<file path="src/hw/rtl/bdc_pkg.sv">
package bdc_pkg;

   localparam int TICK_BITS      = 32;
   localparam int COUNT_BITS     = 16;
   localparam int CSR_INDEX_BITS = 4;
   localparam int CSR_DATA_BITS  = 16;

   localparam logic [COUNT_BITS-1:0] DEFAULT_PERIOD = 16'd8;
   localparam logic [COUNT_BITS-1:0] DEFAULT_WINDOW = 16'h10;

   localparam logic [CSR_INDEX_BITS-1:0] REG_DEBOUNCE_PERIOD     = 4'd0;
   localparam logic [CSR_INDEX_BITS-1:0] REG_DOUBLE_CLICK_WINDOW = 4'd1;

   typedef enum logic [0:0] {
      ACT_SAMPLE = 1'b0,
      ACT_READ   = 1'b1
   } action_type;

   // The pin is active low.
   localparam logic PIN_PRESSED = 1'b0;

   typedef struct packed {
      logic [COUNT_BITS-1:0] debounce_period;
      logic [COUNT_BITS-1:0] double_click_window;
   } cfg_type;

   typedef struct packed {
      action_type           action;
      logic                 pin_level;
      logic [TICK_BITS-1:0] tick_now;
   } item_type;

   typedef struct packed {
      logic pressed;
      logic dbl_click;
   } result_type;

endpackage

</file>
<file path="src/hw/rtl/bdc_csr.sv">
module bdc_csr (
   input  logic                                clock,
   input  logic                                reset,
   input  logic                                wr_en,
   input  logic [bdc_pkg::CSR_INDEX_BITS-1:0]  wr_index,
   input  logic [bdc_pkg::CSR_DATA_BITS-1:0]   wr_data,
   output bdc_pkg::cfg_type                    cfg
);

   bdc_pkg::cfg_type cfg_ff;
   bdc_pkg::cfg_type cfg_in;

   always_comb begin
      cfg_in = cfg_ff;
      if (wr_en) begin
         unique case (wr_index)
            bdc_pkg::REG_DEBOUNCE_PERIOD:     cfg_in.debounce_period     = wr_data;
            bdc_pkg::REG_DOUBLE_CLICK_WINDOW: cfg_in.double_click_window = wr_data;
            default: ;
         endcase
      end
   end

   always_ff @(posedge clock) begin
      if (reset) begin
         cfg_ff.debounce_period     <= bdc_pkg::DEFAULT_PERIOD;
         cfg_ff.double_click_window <= bdc_pkg::DEFAULT_WINDOW;
      end else begin
         cfg_ff <= cfg_in;
      end
   end

   assign cfg = cfg_ff;

endmodule

</file>
<file path="src/hw/rtl/bdc_debounce.sv">
module bdc_debounce (
   input  logic                   clock,
   input  logic                   reset,
   input  logic                   step,
   input  bdc_pkg::item_type      item,
   input  bdc_pkg::cfg_type       cfg,
   output bdc_pkg::result_type    result
);

   logic [bdc_pkg::COUNT_BITS-1:0] count_ff, count_in;
   logic                           pressed_ff, pressed_in;
   logic                           double_ff, double_in;
   logic [bdc_pkg::TICK_BITS-1:0]  last_tick_ff, last_tick_in;
   logic [bdc_pkg::TICK_BITS-1:0]  limit;
   logic                           dbl_out;

   // The window end wraps at the tick width and is compared without regard to wrap.
   assign limit = last_tick_ff
                + {{(bdc_pkg::TICK_BITS-bdc_pkg::COUNT_BITS){1'b0}}, cfg.double_click_window};

   always_comb begin
      count_in     = count_ff;
      pressed_in   = pressed_ff;
      double_in    = double_ff;
      last_tick_in = last_tick_ff;
      dbl_out      = double_ff;
      if (step) begin
         unique case (item.action)
            bdc_pkg::ACT_READ: begin
               double_in = 1'b0;
            end
            bdc_pkg::ACT_SAMPLE: begin
               if (item.pin_level == bdc_pkg::PIN_PRESSED) begin
                  // A count above the period can be left behind by a lowered period.
                  if (count_ff >= cfg.debounce_period) begin
                     count_in   = cfg.debounce_period;
                     pressed_in = 1'b1;
                     if (!pressed_ff) begin
                        double_in    = (item.tick_now < limit);
                        last_tick_in = item.tick_now;
                     end
                  end else begin
                     count_in = count_ff + 1'b1;
                  end
               end else begin
                  if (count_ff == '0) begin
                     pressed_in = 1'b0;
                  end else begin
                     count_in = count_ff - 1'b1;
                  end
               end
               dbl_out = double_in;
            end
            default: ;
         endcase
      end
   end

   always_ff @(posedge clock) begin
      if (reset) begin
         count_ff     <= '0;
         pressed_ff   <= 1'b0;
         double_ff    <= 1'b0;
         last_tick_ff <= '0;
      end else begin
         count_ff     <= count_in;
         pressed_ff   <= pressed_in;
         double_ff    <= double_in;
         last_tick_ff <= last_tick_in;
      end
   end

   assign result.pressed   = pressed_in;
   assign result.dbl_click = dbl_out;

   a_press_needs_pressed_sample: assert property (@(posedge clock) disable iff (reset)
      $rose(pressed_ff) |-> $past(step) && $past(item.action) == bdc_pkg::ACT_SAMPLE
                            && $past(item.pin_level) == bdc_pkg::PIN_PRESSED)
      else $error("pressed flag set without a pressed sample");

   a_count_only_on_sample: assert property (@(posedge clock) disable iff (reset)
      !$past(reset) && !($past(step) && $past(item.action) == bdc_pkg::ACT_SAMPLE)
      |-> $stable(count_ff))
      else $error("level count moved without a sample item");

   a_read_clears_double: assert property (@(posedge clock) disable iff (reset)
      !$past(reset) && $past(step) && $past(item.action) == bdc_pkg::ACT_READ
      |-> !double_ff)
      else $error("double-click flag not cleared by read");

   a_tick_only_on_press: assert property (@(posedge clock) disable iff (reset)
      !$past(reset) && !$rose(pressed_ff) |-> $stable(last_tick_ff))
      else $error("press tick stored without a new press");

endmodule

</file>
<file path="src/hw/rtl/button_debounce_double_click.sv">
// Integrating debouncer for an active-low button with double-click detection.
// Items pass through an input register and a result register with the
// debounce state updated in between, so one item is taken every cycle
// while the result side does not stall; its result is presented from the
// result register and is taken when the result side does not stall. A
// sample item (action 0) steps the level counter; a read item (action 1)
// returns the double-click flag and clears it. Configuration writes are
// always ready and should be made while no items are in flight.
module button_debounce_double_click (
   input  logic                                clock,
   input  logic                                reset,
   input  logic                                req_valid,
   output logic                                req_stall,
   input  logic                                req_action,
   input  logic                                req_pin_level,
   input  logic [bdc_pkg::TICK_BITS-1:0]       req_tick_now,
   output logic                                rsp_valid,
   input  logic                                rsp_stall,
   output logic                                rsp_pressed,
   output logic                                rsp_double_click,
   input  logic                                csr_valid,
   output logic                                csr_ready,
   input  logic [bdc_pkg::CSR_INDEX_BITS-1:0]  csr_index,
   input  logic [bdc_pkg::CSR_DATA_BITS-1:0]   csr_wdata
);

   logic                  in_valid_ff, in_valid_in;
   bdc_pkg::item_type     in_item_ff, in_item_in;
   logic                  out_valid_ff, out_valid_in;
   bdc_pkg::result_type   out_ff, out_in;
   bdc_pkg::cfg_type      cfg;
   bdc_pkg::result_type   result;
   logic                  advance;
   logic                  req_take;

   // The held item moves on when the result register is empty or being drained.
   assign advance   = in_valid_ff && (!out_valid_ff || !rsp_stall);
   assign req_stall = in_valid_ff && !advance;
   assign req_take  = req_valid && !req_stall;
   assign csr_ready = 1'b1;

   always_comb begin
      in_valid_in = in_valid_ff;
      in_item_in  = in_item_ff;
      if (advance) begin
         in_valid_in = 1'b0;
      end
      if (req_take) begin
         in_valid_in        = 1'b1;
         in_item_in.action  = bdc_pkg::action_type'(req_action);
         in_item_in.pin_level = req_pin_level;
         in_item_in.tick_now  = req_tick_now;
      end
   end

   always_comb begin
      out_valid_in = out_valid_ff;
      out_in       = out_ff;
      if (out_valid_ff && !rsp_stall) begin
         out_valid_in = 1'b0;
      end
      if (advance) begin
         out_valid_in = 1'b1;
         out_in       = result;
      end
   end

   always_ff @(posedge clock) begin
      if (reset) begin
         in_valid_ff  <= 1'b0;
         out_valid_ff <= 1'b0;
      end else begin
         in_valid_ff  <= in_valid_in;
         out_valid_ff <= out_valid_in;
      end
   end

   always_ff @(posedge clock) begin
      in_item_ff <= in_item_in;
      out_ff     <= out_in;
   end

   bdc_csr u_csr (
      .clock    (clock),
      .reset    (reset),
      .wr_en    (csr_valid && csr_ready),
      .wr_index (csr_index),
      .wr_data  (csr_wdata),
      .cfg      (cfg)
   );

   bdc_debounce u_debounce (
      .clock  (clock),
      .reset  (reset),
      .step   (advance),
      .item   (in_item_ff),
      .cfg    (cfg),
      .result (result)
   );

   assign rsp_valid        = out_valid_ff;
   assign rsp_pressed      = out_ff.pressed;
   assign rsp_double_click = out_ff.dbl_click;

endmodule
</file>
<file path="config.mk">
export PLATFORM = sky130hd
export DESIGN_NAME = button_debounce_double_click
export DESIGN_NICKNAME = d
export VERILOG_FILES = /design/src/hw/rtl/bdc_pkg.sv /design/src/hw/rtl/bdc_csr.sv /design/src/hw/rtl/bdc_debounce.sv /design/src/hw/rtl/button_debounce_double_click.sv
export SDC_FILE = /design/constraint.sdc
export NUM_CORES = 1
export LEC_CHECK = 0
export BUFFER_PORTS_ARGS = -buffer_cell sky130_fd_sc_hd__buf_2
export CAP_MARGIN = 20
export CELL_PAD_IN_SITES_DETAIL_PLACEMENT = 1
export CELL_PAD_IN_SITES_GLOBAL_PLACEMENT = 1
export CORE_ASPECT_RATIO = 1.25
export CORE_MARGIN = 5
export CORE_UTILIZATION = 46
export DETAILED_ROUTE_END_ITERATION = 7
export PLACE_DENSITY = 0.91
export SYNTH_ARGS = -nofsm -noshare
export SYNTH_HDL_FRONTEND = slang
export SYNTH_SLANG_ARGS = --single-unit
</file>
<file path="constraint.sdc">
create_clock -name clock -period 5.1 [get_ports clock]
set_clock_uncertainty 0.05 [all_clocks]
set_input_delay 1.02 -clock clock [delete_from_list [all_inputs] [get_ports clock]]
set_output_delay 1.02 -clock clock [all_outputs]
set_load 0.01 [all_outputs]
</file>
After elaboration in Yosys (flattened, before gate mapping)
Cells that the tools add are included.
{"block": "op_classes", "n_addsub": 3, "order_cmp": 2, "eq_ne": 2, "muxes": 17, "bitwise_logic": 3, "n_reduce_logical": 17}
{"cell": "two-way mux 16 bit", "count": 3}
{"cell": "adder 32 x 16 -> 32 bit", "count": 1}
{"cell": "< comparator 32 bit", "count": 1}
{"cell": "adder 16 x 1 -> 16 bit, second input constant", "count": 1}
{"cell": "greater-or-equal comparator 16 bit", "count": 1}
{"cell": "zero test 16 bit", "count": 1}
{"cell": "subtractor 16 x 1 -> 16 bit, second input constant", "count": 1}
{"cell": "two-way mux 1 bit", "count": 13}
{"cell": "AND reduction 5 bit", "count": 1}
{"cell": "== test 4 x 1 -> 1 bit, second input constant", "count": 1}
{"cell": "logical AND 1 bit", "count": 4}
{"cell": "zero test 1 bit", "count": 4}
{"cell": "zero test 4 bit", "count": 1}
{"cell": "AND reduction 2 bit", "count": 2}
{"cell": "nonzero test 2 bit", "count": 2}
{"cell": "inverter 1 bit", "count": 3}
{"cell": "AND reduction 3 bit", "count": 1}
{"cell": "!= test 2 bit, second input constant", "count": 1}
{"cell": "one-hot mux 1 bit (2 select lines)", "count": 1}
{"cell": "logical OR 1 bit", "count": 1}
{"block": "totals", "ff_bits": 120, "inputBits": 59, "out_inout_bits": 5, "wordCells": 57}

Logic depth before layout (Yosys ltp)
{"block": "depth", "ltp_word": 8, "mapped_depth": 18, "mapped_depth_nobuf": 18}

Hierarchy
Synthesis repeated with hierarchy kept, for this count alone.
{"block": "unflattened", "hier_cells": 845, "area_unflattened_um2": 7558.5}
{"module": "bdc_debounce", "instances": 1, "cells_per_inst": 670, "area_each_um2": 5026.1}
{"module": "bdc_csr", "instances": 1, "cells_per_inst": 127, "area_each_um2": 1353.8}
{"module": "button_debounce_double_click", "instances": 1, "cells_per_inst": 48, "area_each_um2": 1178.6}

Worst setup path before layout
OpenSTA, ideal clock, no wires.
{"block": "synth_path", "path_kind": "reg2reg", "startpoint": "register u_csr.cfg_ff, in the netlist u_csr.cfg[0]", "endpoint": "register u_debounce.double_ff", "setup_time_ps": 92, "t_arrival_ps": 3601, "required_time_ps": 4958, "setup_slack_ps": 1357, "stages_incl_launch_ff": 18, "synth_period_minus_slack_ps": 3743, "cell_sequence": "dfxtp_1 -> ha_1 -> inv_1 -> fa_1 -> nor2b_1 -> o2111ai_1 -> a211oi_1 -> o22ai_1 -> o21ai_1 -> mux2_2 -> o2111a_1 -> ha_1 -> a21o_1 -> a21o_1 -> a211oi_1 -> o221ai_1 -> a21o_1 -> o32ai_1"}
{"block": "synth_via", "elab_chain_cells": 6}
{"item": "from (decl)", "line_no": "bdc_csr.sv:10", "source": "bdc_pkg::cfg_type cfg_ff;"}
{"item": "from (signal assigned)", "line_no": "bdc_csr.sv:29", "source": "cfg_ff <= cfg_in;"}
{"item": "adder 32 x 16 -> 32 bit", "line_no": "bdc_debounce.sv:19", "source": "+ {{(bdc_pkg::TICK_BITS-bdc_pkg::COUNT_BITS){1'b0}}, cfg.double_click_window};"}
{"item": "< comparator 32 bit", "line_no": "bdc_debounce.sv:39", "source": "double_in = (item.tick_now < limit);"}
{"item": "two-way mux 1 bit", "line_no": "bdc_debounce.sv:38", "source": "if (!pressed_ff) begin"}
{"item": "two-way mux 1 bit", "line_no": "bdc_debounce.sv:35", "source": "if (count_ff >= cfg.debounce_period) begin"}
{"item": "two-way mux 1 bit", "line_no": "bdc_debounce.sv:33", "source": "if (item.pin_level == bdc_pkg::PIN_PRESSED) begin"}
{"item": "one-hot mux 1 bit (2 select lines)", "line_no": "bdc_debounce.sv:28", "source": "unique case (item.action)"}
{"item": "to (signal assigned)", "line_no": "bdc_debounce.sv:68", "source": "double_ff <= double_in;"}
{"item": "to (decl)", "line_no": "bdc_debounce.sv:12", "source": "logic double_ff, double_in;"}
No other way between the ends.
A chain may end at the register's enable or synchronous reset.

Final worst setup path
{"block": "layout_path", "startpoint": "register u_csr.cfg_ff, in the netlist u_csr.cfg[8]", "endpoint": "register u_debounce.double_ff"}
The elaborated chain is that of the path after synthesis.

==> impl_metrics.tcl <==
set metrics [dict create \
    fin_nets 1032 \
    drv_slew 0 \
    hold_class "reg -> reg" \
    antenna_cells 0 \
    cp_max_fo 9 \
    clock_latency_ps 430 \
    gp_congestion 0.880 \
    crit_type "reg -> reg" \
    period_minus_slack_ps 4480 \
    ys_types 72 \
    clockRootBuffer "clkbuf_16" \
    avgSynthCellArea_um2 8.52 \
    start_util_pct 47.0 \
    vias 6808 \
    portBuffers 62 \
    hold_viol 0 \
    tns_ps 0 \
    slew_headroom_pct 36.2 \
    cts_resized 0 \
    grt_max_degree 51 \
    overflow 0 \
    detail_route.wl_per_cell_um 19.8 \
    antenna_found_initial 0 \
    ys_warn_count 0 \
    synth.area.top_cells "dfxtp_1, edfxtp_1, ha_1" \
    cts_setup_buffers 0 \
    fp.dieH_um 152 \
    num_io_pins 64 \
    p_leak_nw 3.25 \
    yosysMostFrequentCell "nand2_1" \
    finalWirelength_um 22400 \
    setup_viol 0 \
    outcome "finished, final reports clean" \
    end_kind "flip-flop" \
    register_area_um2 2760 \
    syn_nets 991 \
    area_delta_synth_final_pct 13.9 \
    grt_usage_pct 24.9 \
    synth_edf_count 36 \
    cp.arrival_ps 4760 \
    dr.pass1.iters 5 \
    cts_hold_buf 0 \
    core_region_area_um2 15700 \
    critPathRequiredTime_ps 5390 \
    drive_above_1_share_pct 13.3 \
    die_w_um 123 \
    cts.sinks 120 \
    drv_cap 0 \
    ys.flop_type "dfxtp_1" \
    first_iter_violations 387 \
    numCtsBuffers 17 \
    peakVddDrop_v 0.000258 \
    cts.path.max_buffers 2 \
    die_area_um2 18700 \
    synth_common_cells "nand2_1, a21oi_1, dfxtp_1" \
    ant_nets 0 \
    setup.worst_path.start_class "flip-flop" \
    cts_tree "built" \
    htreeDepth 4 \
    multi_input_area_um2 4290 \
    holdWs_ps 409 \
    synth_top_cell_by_area "dfxtp_1" \
    fillers 1891 \
    vias_per_cell 6.02 \
    yosysSeqAreaShare_pct 37.5 \
    ys_ff_latch 120 \
    rows 51 \
    power_density_nw_per_um2 323 \
    grt_pass1_wl_um 36400 \
    path_clk_slew_ps 60 \
    grt_setup_unrepaired "no" \
    fin_util_pct 53.5 \
    syn_inst 865 \
    drc 0 \
    dp_hpwl_um 15300 \
    synth-async-reset-ratio_pct 0 \
    max_freq_mhz 223 \
    grt_pass1_vias 7380 \
    total_power_mw 2.71 \
    syn_area_um2 7370 \
    fin_crit_sh_pct 87.8 \
    postLayoutCellArea_um2 8400 \
    netlist.area_leader.share_pct 22.8 \
    worstMarginPinSlew_ps 955 \
    place_area_um2 7820 \
]
==> final timing paths <==
| path | from | end | slack, ps | cells past startpoint |
|---|---|---|---|---|
| hold / removal | u_csr.cfg[20] | u_csr.cfg[20] | 410 | 2 |
| setup reg to reg | u_csr.cfg[8] | u_debounce.double_ff | 620 | 15 |
| setup / recovery | u_csr.cfg[8] | u_debounce.double_ff | 620 | 15 |
| hold reg to reg | u_csr.cfg[20] | u_csr.cfg[20] | 410 | 2 |
==> logic make-up (layout without fill, tap and decap cells) <==
logic type	Yosys count	count (layout)	synth area share (%)
DFF	120	120	37.5
xor gates and xnor gates	32	32	3.80
AOI/OAI and AO/OA	199	199	17.3
muxes	24	24	3.33
and+or+nand+nor	337	337	21.8
adders and majority gates	67	67	11.5
other	1	1	0.0509
buffers and inverters	85	139	4.77
==> sequential cells by signal, indices dropped and copies added (netlist names) <==
register and flops:
in_item_ff 34, u_csr.cfg 32, rsp_valid 1, u_debounce.double_ff 1
rsp_pressed 1, u_debounce.pressed_ff 1, u_debounce.count_ff 16, in_valid_ff 1
u_debounce.last_tick_ff 32, rsp_double_click 1
==> layout make-up <==
| cell class | count | area share [%] |
|---|---|---|
| clock buffer | 18 | 5.36 |
| inverter | 37 | 1.65 |
| sequential | 120 | 32.9 |
| multi-input combinational | 660 | 51.0 |
| tap | 212 | 3.16 |
| timing repair buffer | 70 | 4.41 |
| clock inverter | 14 | 1.47 |
==> critical path, cell delays in order (launching register included) <==
cell and delay (ps):
dfxtp_1 320, ha_1 370, a21o_1 220, a2111oi_0 460, or3b_2 510, a21oi_1 300, o21ai_2 220, nand4_1 170
xor2_1 190, ha_1 300, a21oi_1 240, a21oi_1 150, a211oi_1 270, o221ai_1 150, a21o_1 210, o32ai_1 250
==> cells in the final DEF (no fill, tap or decap), types with 10 or more instances in the layout <==
cell type	instances
ha_1	66
nor4_1	11
dfxtp_1	84
nand3_1	28
a21oi_1	89
a21o_1	17
buf_2	62
nor3_1	26
edfxtp_1	36
nand2_1	140
clkbuf_16	18
xnor2_1	13
a31oi_1	10
a211oi_1	12
nor2_1	59
o211ai_1	10
xor2_1	19
mux2i_1	20
inv_1	35
o21ai_0	18
nand4_1	17
==> where the power goes <==
| group | switching, mW | internal [mW] | total [mW] | leakage, nW |
|---|---|---|---|---|
| registers | 0.0442 | 1.02 | 1.07 | 1.03 |
| clock network | 0.476 | 0.699 | 1.17 | 0.275 |
| logic | 0.292 | 0.180 | 0.472 | 1.95 |
| total | 0.812 | 1.90 | 2.71 | 3.25 |
==> per-stage QoR <==
step | cells | worst slack [ps]
finish | 1131 | 622
global placement | 1099 | 1000
global route | 1131 | 260
CTS | 1131 | 639
detailed placement | 1099 | 837
floorplan | 865 | 1360
==> per-layer routing <==
layer  vias to the layer above  wire length (um)  part of all wire (%)  GRT usage [%]
met4                         0               914                   4.1           14.3
met5                         -                 0                     0              0
met1                      3360              8920                    40           26.9
li1                       3216                 -                     -              -
met3                        67               737                   3.3           4.20
met2                       165             11900                    53           45.3
Power figures use the tool's default switching activity.
